$ cat src/design/kut_pkg.sv
// Shared types, codes and sizes for the keyed session usage table.
package kut_pkg;

	localparam int TABLE_DEPTH = 16;
	localparam int IDX_W       = (TABLE_DEPTH > 1) ? $clog2(TABLE_DEPTH) : 1;
	localparam int CNT_W       = $clog2(TABLE_DEPTH + 1);

	localparam logic [2:0] OP_TICK    = 3'd0;
	localparam logic [2:0] OP_START   = 3'd1;
	localparam logic [2:0] OP_END     = 3'd2;
	localparam logic [2:0] OP_LOOKUP  = 3'd3;
	localparam logic [2:0] OP_SUMMARY = 3'd4;

	localparam logic [2:0] ST_DONE      = 3'd0;
	localparam logic [2:0] ST_UPDATED   = 3'd1;
	localparam logic [2:0] ST_INSERTED  = 3'd2;
	localparam logic [2:0] ST_DROPPED   = 3'd3;
	localparam logic [2:0] ST_FOUND     = 3'd4;
	localparam logic [2:0] ST_NOT_FOUND = 3'd5;
	localparam logic [2:0] ST_EMPTY     = 3'd6;

	typedef struct packed {
		logic [2:0] operation;
		logic [7:0] key;
	} req_word_t;

	typedef struct packed {
		logic [2:0]  status;
		logic [31:0] entry_time;
		logic [31:0] entry_launches;
		logic [31:0] entry_session;
		logic [31:0] total_time;
		logic [31:0] launch_total;
		logic [7:0]  top_key;
		logic [7:0]  recent_key;
	} rsp_word_t;

	typedef struct packed {
		logic [7:0]  key;
		logic [31:0] etime;
		logic [31:0] launches;
		logic [31:0] session;
	} entry_t;

	typedef enum logic [1:0] {
		FSM_IDLE,
		FSM_SCAN,
		FSM_FINISH
	} fsm_t;

endpackage

$ cat src/design/keyed_session_usage_table.sv
// Top level of the keyed session usage table: sequencer, counters and result register.
//
// Request channel (req_valid / req_ready / req): one word carries an operation
// and a key. Tick, session start and the unused codes go from idle straight to
// the finishing step, which loads the output register; the sequencer is then idle
// again and can take the next word. Session end, lookup and summary first walk the
// used entries one per cycle through the single read port of the entry store,
// then finish the same way; with no used entries they skip the walk. For session
// end and lookup an early key match ends the walk.
// A session end that hits or inserts writes its entry back in the finishing step.
// The block takes one request at a time: req_ready is high only while idle.
//
// Response channel (rsp_valid / rsp_ready / rsp): exactly one word per request,
// held in an output register. A new request is taken while an earlier
// response still waits; if the receiver stalls, the sequencer holds in its
// last step until the output register is free.
//
// Reset clears the counters, the fill count and the sequencer. The entry store
// is not cleared: only entries below the fill count are ever read.
module keyed_session_usage_table
	import kut_pkg::*;
(
	input  logic      clk,
	input  logic      arst_n,
	input  logic      req_valid,
	output logic      req_ready,
	input  req_word_t req,
	output logic      rsp_valid,
	input  logic      rsp_ready,
	output rsp_word_t rsp
);

	fsm_t state_q, state_d;

	// Architectural state
	logic [CNT_W-1:0] used_q;
	logic [31:0]      time_now_q;
	logic [31:0]      start_time_q;
	logic [31:0]      session_q;

	// Per-request working registers
	logic [2:0]       op_q;
	logic [7:0]       key_q;
	logic [31:0]      elapsed_q;
	logic [CNT_W-1:0] iss_q;
	logic             hit_q;
	logic [IDX_W-1:0] hit_idx_q;
	entry_t           hit_ent_q;
	logic [31:0]      sum_time_q;
	logic [31:0]      sum_launch_q;
	logic [31:0]      top_time_q;
	logic [7:0]       top_key_q;
	logic [31:0]      rec_sess_q;
	logic [7:0]       rec_key_q;

	// Read pipeline: index of the entry arriving from the store
	logic             pend_s1;
	logic [IDX_W-1:0] chk_idx_s1;

	// Response register
	logic      rsp_valid_q;
	rsp_word_t rsp_q;

	// Store interface
	logic             rd_en;
	logic [IDX_W-1:0] rd_addr;
	entry_t           rd_data;
	logic             wr_en;
	logic [IDX_W-1:0] wr_addr;
	entry_t           wr_data;

	logic      accept;
	logic      find_op;
	logic      key_match;
	logic      scan_done;
	logic      slot_free;
	logic      fin_fire;
	logic      insert;
	logic      table_full;
	logic      need_scan;
	rsp_word_t res;
	logic [31:0] elapsed_raw;

	kut_entry_ram u_ram (
		.clk     (clk),
		.wr_en   (wr_en),
		.wr_addr (wr_addr),
		.wr_data (wr_data),
		.rd_en   (rd_en),
		.rd_addr (rd_addr),
		.rd_data (rd_data)
	);

	assign req_ready   = (state_q == FSM_IDLE);
	assign accept      = req_valid && req_ready;
	assign find_op     = (op_q == OP_END) || (op_q == OP_LOOKUP);
	assign key_match   = pend_s1 && find_op && (rd_data.key == key_q);
	assign scan_done   = key_match || (!pend_s1 && (iss_q == used_q));
	assign slot_free   = !rsp_valid_q || rsp_ready;
	assign fin_fire    = (state_q == FSM_FINISH) && slot_free;
	assign table_full  = (used_q == CNT_W'(TABLE_DEPTH));
	assign insert      = (op_q == OP_END) && !hit_q && !table_full;
	assign elapsed_raw = time_now_q - start_time_q;
	assign need_scan   = (used_q != '0) && ((req.operation == OP_END) ||
		(req.operation == OP_LOOKUP) || (req.operation == OP_SUMMARY));

	// Next state
	always_comb begin
		state_d = state_q;
		case (state_q)
			FSM_IDLE: begin
				if (accept) begin
					state_d = need_scan ? FSM_SCAN : FSM_FINISH;
				end
			end
			FSM_SCAN: begin
				if (scan_done) begin
					state_d = FSM_FINISH;
				end
			end
			FSM_FINISH: begin
				if (slot_free) begin
					state_d = FSM_IDLE;
				end
			end
			default: state_d = FSM_IDLE;
		endcase
	end

	// Store control and response word
	always_comb begin
		rd_en   = (state_q == FSM_SCAN) && (iss_q < used_q) && !key_match;
		rd_addr = iss_q[IDX_W-1:0];
		wr_en   = 1'b0;
		wr_addr = hit_idx_q;
		wr_data = '{key: key_q, etime: elapsed_q, launches: 32'd1, session: session_q};
		res     = '0;
		res.status = ST_DONE;
		case (op_q)
			OP_END: begin
				if (hit_q) begin
					wr_data.etime    = hit_ent_q.etime + elapsed_q;
					wr_data.launches = hit_ent_q.launches + 32'd1;
					wr_en            = fin_fire;
					res.status       = ST_UPDATED;
				end else if (table_full) begin
					res.status = ST_DROPPED;
				end else begin
					wr_addr    = used_q[IDX_W-1:0];
					wr_en      = fin_fire;
					res.status = ST_INSERTED;
				end
				if (res.status != ST_DROPPED) begin
					res.entry_time     = wr_data.etime;
					res.entry_launches = wr_data.launches;
					res.entry_session  = wr_data.session;
				end
			end
			OP_LOOKUP: begin
				if (hit_q) begin
					res.status         = ST_FOUND;
					res.entry_time     = hit_ent_q.etime;
					res.entry_launches = hit_ent_q.launches;
					res.entry_session  = hit_ent_q.session;
				end else begin
					res.status = ST_NOT_FOUND;
				end
			end
			OP_SUMMARY: begin
				if (used_q == '0) begin
					res.status = ST_EMPTY;
				end else begin
					res.total_time   = sum_time_q;
					res.launch_total = sum_launch_q;
					res.top_key      = top_key_q;
					res.recent_key   = rec_key_q;
				end
			end
			default: res.status = ST_DONE;
		endcase
	end

	// Control state
	always_ff @(posedge clk or negedge arst_n) begin
		if (!arst_n) begin
			state_q      <= FSM_IDLE;
			used_q       <= '0;
			time_now_q   <= '0;
			start_time_q <= '0;
			session_q    <= '0;
			pend_s1      <= 1'b0;
			rsp_valid_q  <= 1'b0;
			iss_q        <= '0;
			hit_q        <= 1'b0;
		end else begin
			state_q <= state_d;
			pend_s1 <= rd_en;
			if (accept) begin
				iss_q <= '0;
				hit_q <= 1'b0;
				case (req.operation)
					OP_TICK:  time_now_q   <= time_now_q + 32'd1;
					OP_START: start_time_q <= time_now_q;
					OP_END:   session_q    <= session_q + 32'd1;
					default:  ;
				endcase
			end
			if (rd_en) begin
				iss_q <= iss_q + CNT_W'(1);
			end
			if (key_match) begin
				hit_q <= 1'b1;
			end
			if (fin_fire && insert) begin
				used_q <= used_q + CNT_W'(1);
			end
			// Hold the response until taken; refill from the final step
			if (fin_fire) begin
				rsp_valid_q <= 1'b1;
			end else if (rsp_ready) begin
				rsp_valid_q <= 1'b0;
			end
		end
	end

	// Payload registers
	always_ff @(posedge clk) begin
		if (accept) begin
			op_q         <= req.operation;
			key_q        <= req.key;
			elapsed_q    <= (elapsed_raw == '0) ? 32'd1 : elapsed_raw;
			sum_time_q   <= '0;
			sum_launch_q <= '0;
		end
		if (rd_en) begin
			chk_idx_s1 <= iss_q[IDX_W-1:0];
		end
		if (key_match) begin
			hit_idx_q <= chk_idx_s1;
			hit_ent_q <= rd_data;
		end
		// Summary: accumulate and track the first maximum of time and session
		if (pend_s1 && (op_q == OP_SUMMARY)) begin
			sum_time_q   <= sum_time_q + rd_data.etime;
			sum_launch_q <= sum_launch_q + rd_data.launches;
			if ((chk_idx_s1 == '0) || (rd_data.etime > top_time_q)) begin
				top_time_q <= rd_data.etime;
				top_key_q  <= rd_data.key;
			end
			if ((chk_idx_s1 == '0) || (rd_data.session > rec_sess_q)) begin
				rec_sess_q <= rd_data.session;
				rec_key_q  <= rd_data.key;
			end
		end
		if (fin_fire) begin
			rsp_q <= res;
		end
	end

	assign rsp_valid = rsp_valid_q;
	assign rsp       = rsp_q;

endmodule

$ cat src/design/kut_entry_ram.sv
// Entry storage: one write port, one registered read port.
module kut_entry_ram
	import kut_pkg::*;
(
	input  logic             clk,
	input  logic             wr_en,
	input  logic [IDX_W-1:0] wr_addr,
	input  entry_t           wr_data,
	input  logic             rd_en,
	input  logic [IDX_W-1:0] rd_addr,
	output entry_t           rd_data
);

	entry_t mem [TABLE_DEPTH];
	entry_t rd_data_q;

	always_ff @(posedge clk) begin
		if (wr_en) begin
			mem[wr_addr] <= wr_data;
		end
	end

	always_ff @(posedge clk) begin
		if (rd_en) begin
			rd_data_q <= mem[rd_addr];
		end
	end

	assign rd_data = rd_data_q;

endmodule
$ cat config.mk
export PLATFORM = sky130hd
export DESIGN_NAME = keyed_session_usage_table
export DESIGN_NICKNAME = d
export VERILOG_FILES = /design/src/design/kut_pkg.sv /design/src/design/keyed_session_usage_table.sv /design/src/design/kut_entry_ram.sv
export SDC_FILE = /design/constraint.sdc
export NUM_CORES = 2
export LEC_CHECK = 0
export ABC_AREA = 1
export BUFFER_PORTS_ARGS = -buffer_cell sky130_fd_sc_hd__buf_4
export CORE_ASPECT_RATIO = 0.6
export CORE_UTILIZATION = 28
export DETAILED_ROUTE_END_ITERATION = 10
export SETUP_SLACK_MARGIN = 0.2
export SYNTH_ARGS = -nofsm -noshare
export SYNTH_HDL_FRONTEND = slang
export SYNTH_SLANG_ARGS = --single-unit
$ cat constraint.sdc
create_clock -name clk -period 16 [get_ports clk]
set_input_delay 3.2 -clock clk [delete_from_list [all_inputs] [get_ports clk]]
set_output_delay 3.2 -clock clk [all_outputs]
set_load 0.01 [all_outputs]
==> run_results.csv <==
group,metric,value,unit
clock_network,post-cts-setup-buffers,0,
synth,ys.warnings.count,0,
worst_setup_path,worstRegToRegCells,11,
worst_setup_path,rr_startpoint,"used_q[0]$_DFFE_PN0P_",
clock_network,cts.sink_count,2349,
sta,worstMarginPinSlew,1.36,ns
sta,slew_headroom,8.93,%
cells_and_area,final_net_count,8270,
sta,finalSetupTns,0,ns
worst_hold_path,hp-start,"chk_idx_s1[0]$_DFFE_PP_",
route,vias_per_cell,5.05,
power_and_ir_drop,p_sw,6.01,mW
cells_and_area,register_area,70000,um2
global_route,grt_pass1_wl,427,mm
power_and_ir_drop,intPower,11.5,mW
route,wl_per_cell,22.8,um
global_route,grt_max_degree,241,
worst_setup_path,cp_max_fo,42,
clock_network,insertion_delay,0.88,ns
clock_network,cts_htree_levels,4,
synth,synth_edf_count,2238,
power_and_ir_drop,peakVddDrop,0.000122,V
cells_and_area,final_core_util,32.0,%
die,initial_utilization,28.2,%
synth,synthTopCellsByArea,"edfxtp_1 67%, nor2_1 3.8%, nand2_1 3.6%",
synth,synth_area_per_cell,12.7,um2
synth,ys_ff_latch,2349,
placement,dp_hpwl,186,mm
sta,setup_violations,0,
clock_network,cts_tree,"done",
synth,synth_nets,8103,
cells_and_area,nFillCells,34800,
worst_hold_path,holdPathEnd,"hit_idx_q[0]$_DFFE_PP_",
synth,syn_area,100000,um2
cells_and_area,drive_above_1_share,8.59,%
worst_setup_path,end_kind,"flop",
power_and_ir_drop,power.density,154,nW/um2
route,drc_errors,0,
sta,fin_crit_sh,43.7,%
route,via_count,65300,
die,core_area,354000,um2
sta,skew,0.0391,ns
worst_hold_path,hold_path.class,"reg2reg",
worst_setup_path,cp.arrival,7.47,ns
outcome,status,"completed",
route,routed_wl,295,mm
die,die_height,465,um
power_and_ir_drop,swShare,34.4,%
route,postRouteAntennaNets,0,
synth,syn_inst,7885,
sta,hold_ws,0.454,ns
cells_and_area,multi_input_area,26500,um2
route,dr.pass1.iters,8,
clock_network,clkTransAtPathRegs,0.07,ns
synth,synth_ff_type,"edfxtp_1",
synth,ys_async_sr_fraction,4.73,%
power_and_ir_drop,p_comb_share,26.5,%
die,rows,169,
clock_network,clk_path_buf_depth,4,
die,die_w,774,um
worst_setup_path,cp.required,16.48,ns
global_route,gr-total-overflow,0,
power_and_ir_drop,total_leakage_power,38.6,nW
route,drtIter0Drc,8232,
placement,gp_congestion,0.904,
global_route,antenna_found_initial,18,
sta,report.final.hold_viol_count,0,
sta,finalMaxSlewViolations,0,
job,drv_cap,0,
clock_network,cts_buffers,208,
sta,layout_min_cycle_time,7.00,ns
cells_and_area,antenna_cells,0,
sta,fmax,143,MHz
worst_setup_path,ff2ff_setup_slack,9.00,ns
synth,synth_top_cell_by_area,"edfxtp_1",
placement,numPortBuffers,195,
clock_network,cts_resized,0,
worst_hold_path,hold_depth,0,
sta,rsz0062_at_grt,"false",
cells_and_area,area_growth_syn_to_layout,13.5,%
power_and_ir_drop,power_frac_clock,28.0,%
die,die-area,360000,um2
global_route,grtUsageTotal,15.7,%
synth,synth_top_cell_area_share,67.2,%
power_and_ir_drop,power_frac_seq,45.5,%
synth,ys_seq_area_share,69.9,%
synth,yosysUniqueCellTypes,60,
global_route,grt_pass1_vias,61900,
worst_setup_path,r2r_end,"u_ram.mem[5][61]$_DFFE_PP_",
clock_network,clock-root-buffer,"clkbuf_16",
die,pin_count,196,
clock_network,cts-hold-fix-buffers,0,
worst_setup_path,startpoint_type,"flop",
worst_setup_path,critPathKind,"reg2reg",
sequential cells by signal (all words and copies together), names as in the netlist, 32 cells and up:
| register | cells |
|---|---|
| start_time_q | 32 |
| u_ram.mem | 1664 |
| rsp | 179 |
| top_time_q | 32 |
| hit_ent_q | 96 |
| time_now_q | 32 |
| u_ram.rd_data | 104 |
| sum_time_q | 32 |
| session_q | 32 |
| sum_launch_q | 32 |
| rec_sess_q | 32 |
| elapsed_q | 32 |
stage by stage:
stage | area (um2) | setup WS [ns] | std cells | total power [mW]
after floorplan | 100000 | 3.35 | 7885 | 10.9
after global placement | 107000 | 8.65 | 12500 | 12.6
after detailed placement | 107000 | 8.54 | 12500 | 12.7
after CTS | 114000 | 9.02 | 12900 | 17.5
after global routing | 114000 | 8.75 | 12900 | 18.3
final | 114000 | 9.00 | 12900 | 17.5
area by class of cell:
type / count / share of cell area (%)
flip-flops and latches: 2349 / 61.7
multi-input cells: 4540 / 23.3
well taps: 4702 / 5.18
clock buffers: 255 / 4.76
repair buffers: 321 / 2.17
inverters: 632 / 2.11
clock inverters: 120 / 0.817
placed cells by master (no fill, tap or decap), drive strengths merged, types with 92 or more instances in the layout:
cell    count
a21oi     234
buf       321
clkbuf    255
clkinv     94
dfrtp     111
edfxtp   2238
ha        199
inv       645
mux2i     325
nand2     955
nand3     279
nor2     1034
o211ai     93
o21ai     628
o221ai    330
o32ai      92
critical path, cell delays in order (launching register included):
cell	delay, ns
dfrtp_1	0.43
inv_1	0.12
ha_1	0.23
nand4_1	0.22
nor2_1	0.19
inv_2	0.59
nand2_1	0.93
nor3_1	0.83
nand3_1	0.50
nor2_4	0.77
buf_4	0.76
buf_4	0.87
synth_stat cells, types with 9 or more instances:
cell and instances:
o22ai_1 20, dfrtp_1 111, o32ai_1 92, or2_2 14, nand3b_1 9, xnor2_1 14, nor3_1 60, a21o_1 15
o21ai_0 624, nor2_1 1021, o21a_1 14, a22o_1 11, a32o_1 15, inv_1 624, buf_2 56, clkbuf_1 280
nand3_1 273, o211ai_1 93, buf_1 26, mux2i_1 325, o21bai_1 12, nand2_1 953, xor2_1 75, a21oi_1 234
o221ai_1 330, nand4_1 40, edfxtp_1 2238, nor4_1 20, ha_1 199
worst max path at each step:
stage / from / slack, ns / to
after floorplan: rsp_ready / 3.35 / used_q[4]$_DFFE_PN0P_
after global placement: rsp_ready / 8.65 / u_ram.mem[4][52]$_DFFE_PP_
after detailed placement: rsp_ready / 8.54 / u_ram.mem[5][42]$_DFFE_PP_
after CTS: used_q[0]$_DFFE_PN0P_ / 9.02 / u_ram.mem[5][63]$_DFFE_PP_
after global routing: used_q[0]$_DFFE_PN0P_ / 8.75 / u_ram.mem[5][66]$_DFFE_PP_
final: used_q[0]$_DFFE_PN0P_ / 9.00 / u_ram.mem[5][61]$_DFFE_PP_
per-layer routing:
metal	track usage (%)	part of all wire (%)	vias to the layer above
met5	0	0.0044	-
met4	3.02	1.7	2
met3	3.57	10	332
met2	21.6	40	3077
met1	25.0	48	32700
li1	-	-	29200
power by group through the flow:
stage,Combinational (mW),Sequential (mW),Clock (mW)
global route,5.10,7.99,5.22
CTS,4.60,7.96,4.98
global placement,4.51,8.07,0
floorplan,2.99,7.91,0
detailed placement,4.58,8.08,0
finish,4.63,7.95,4.89
logic make-up after synthesis:
family	Yosys count	synth area share (%)
and+or+nand+nor	2437	10.1
adders and majority gates	203	2.57
muxes	327	3.27
buffers and inverters	996	3.82
xor gates and xnor gates	89	0.779
DFF	2349	69.9
AOI/OAI and AO/OA	1484	9.53
Note: power is estimated with default switching activity, not from simulation.
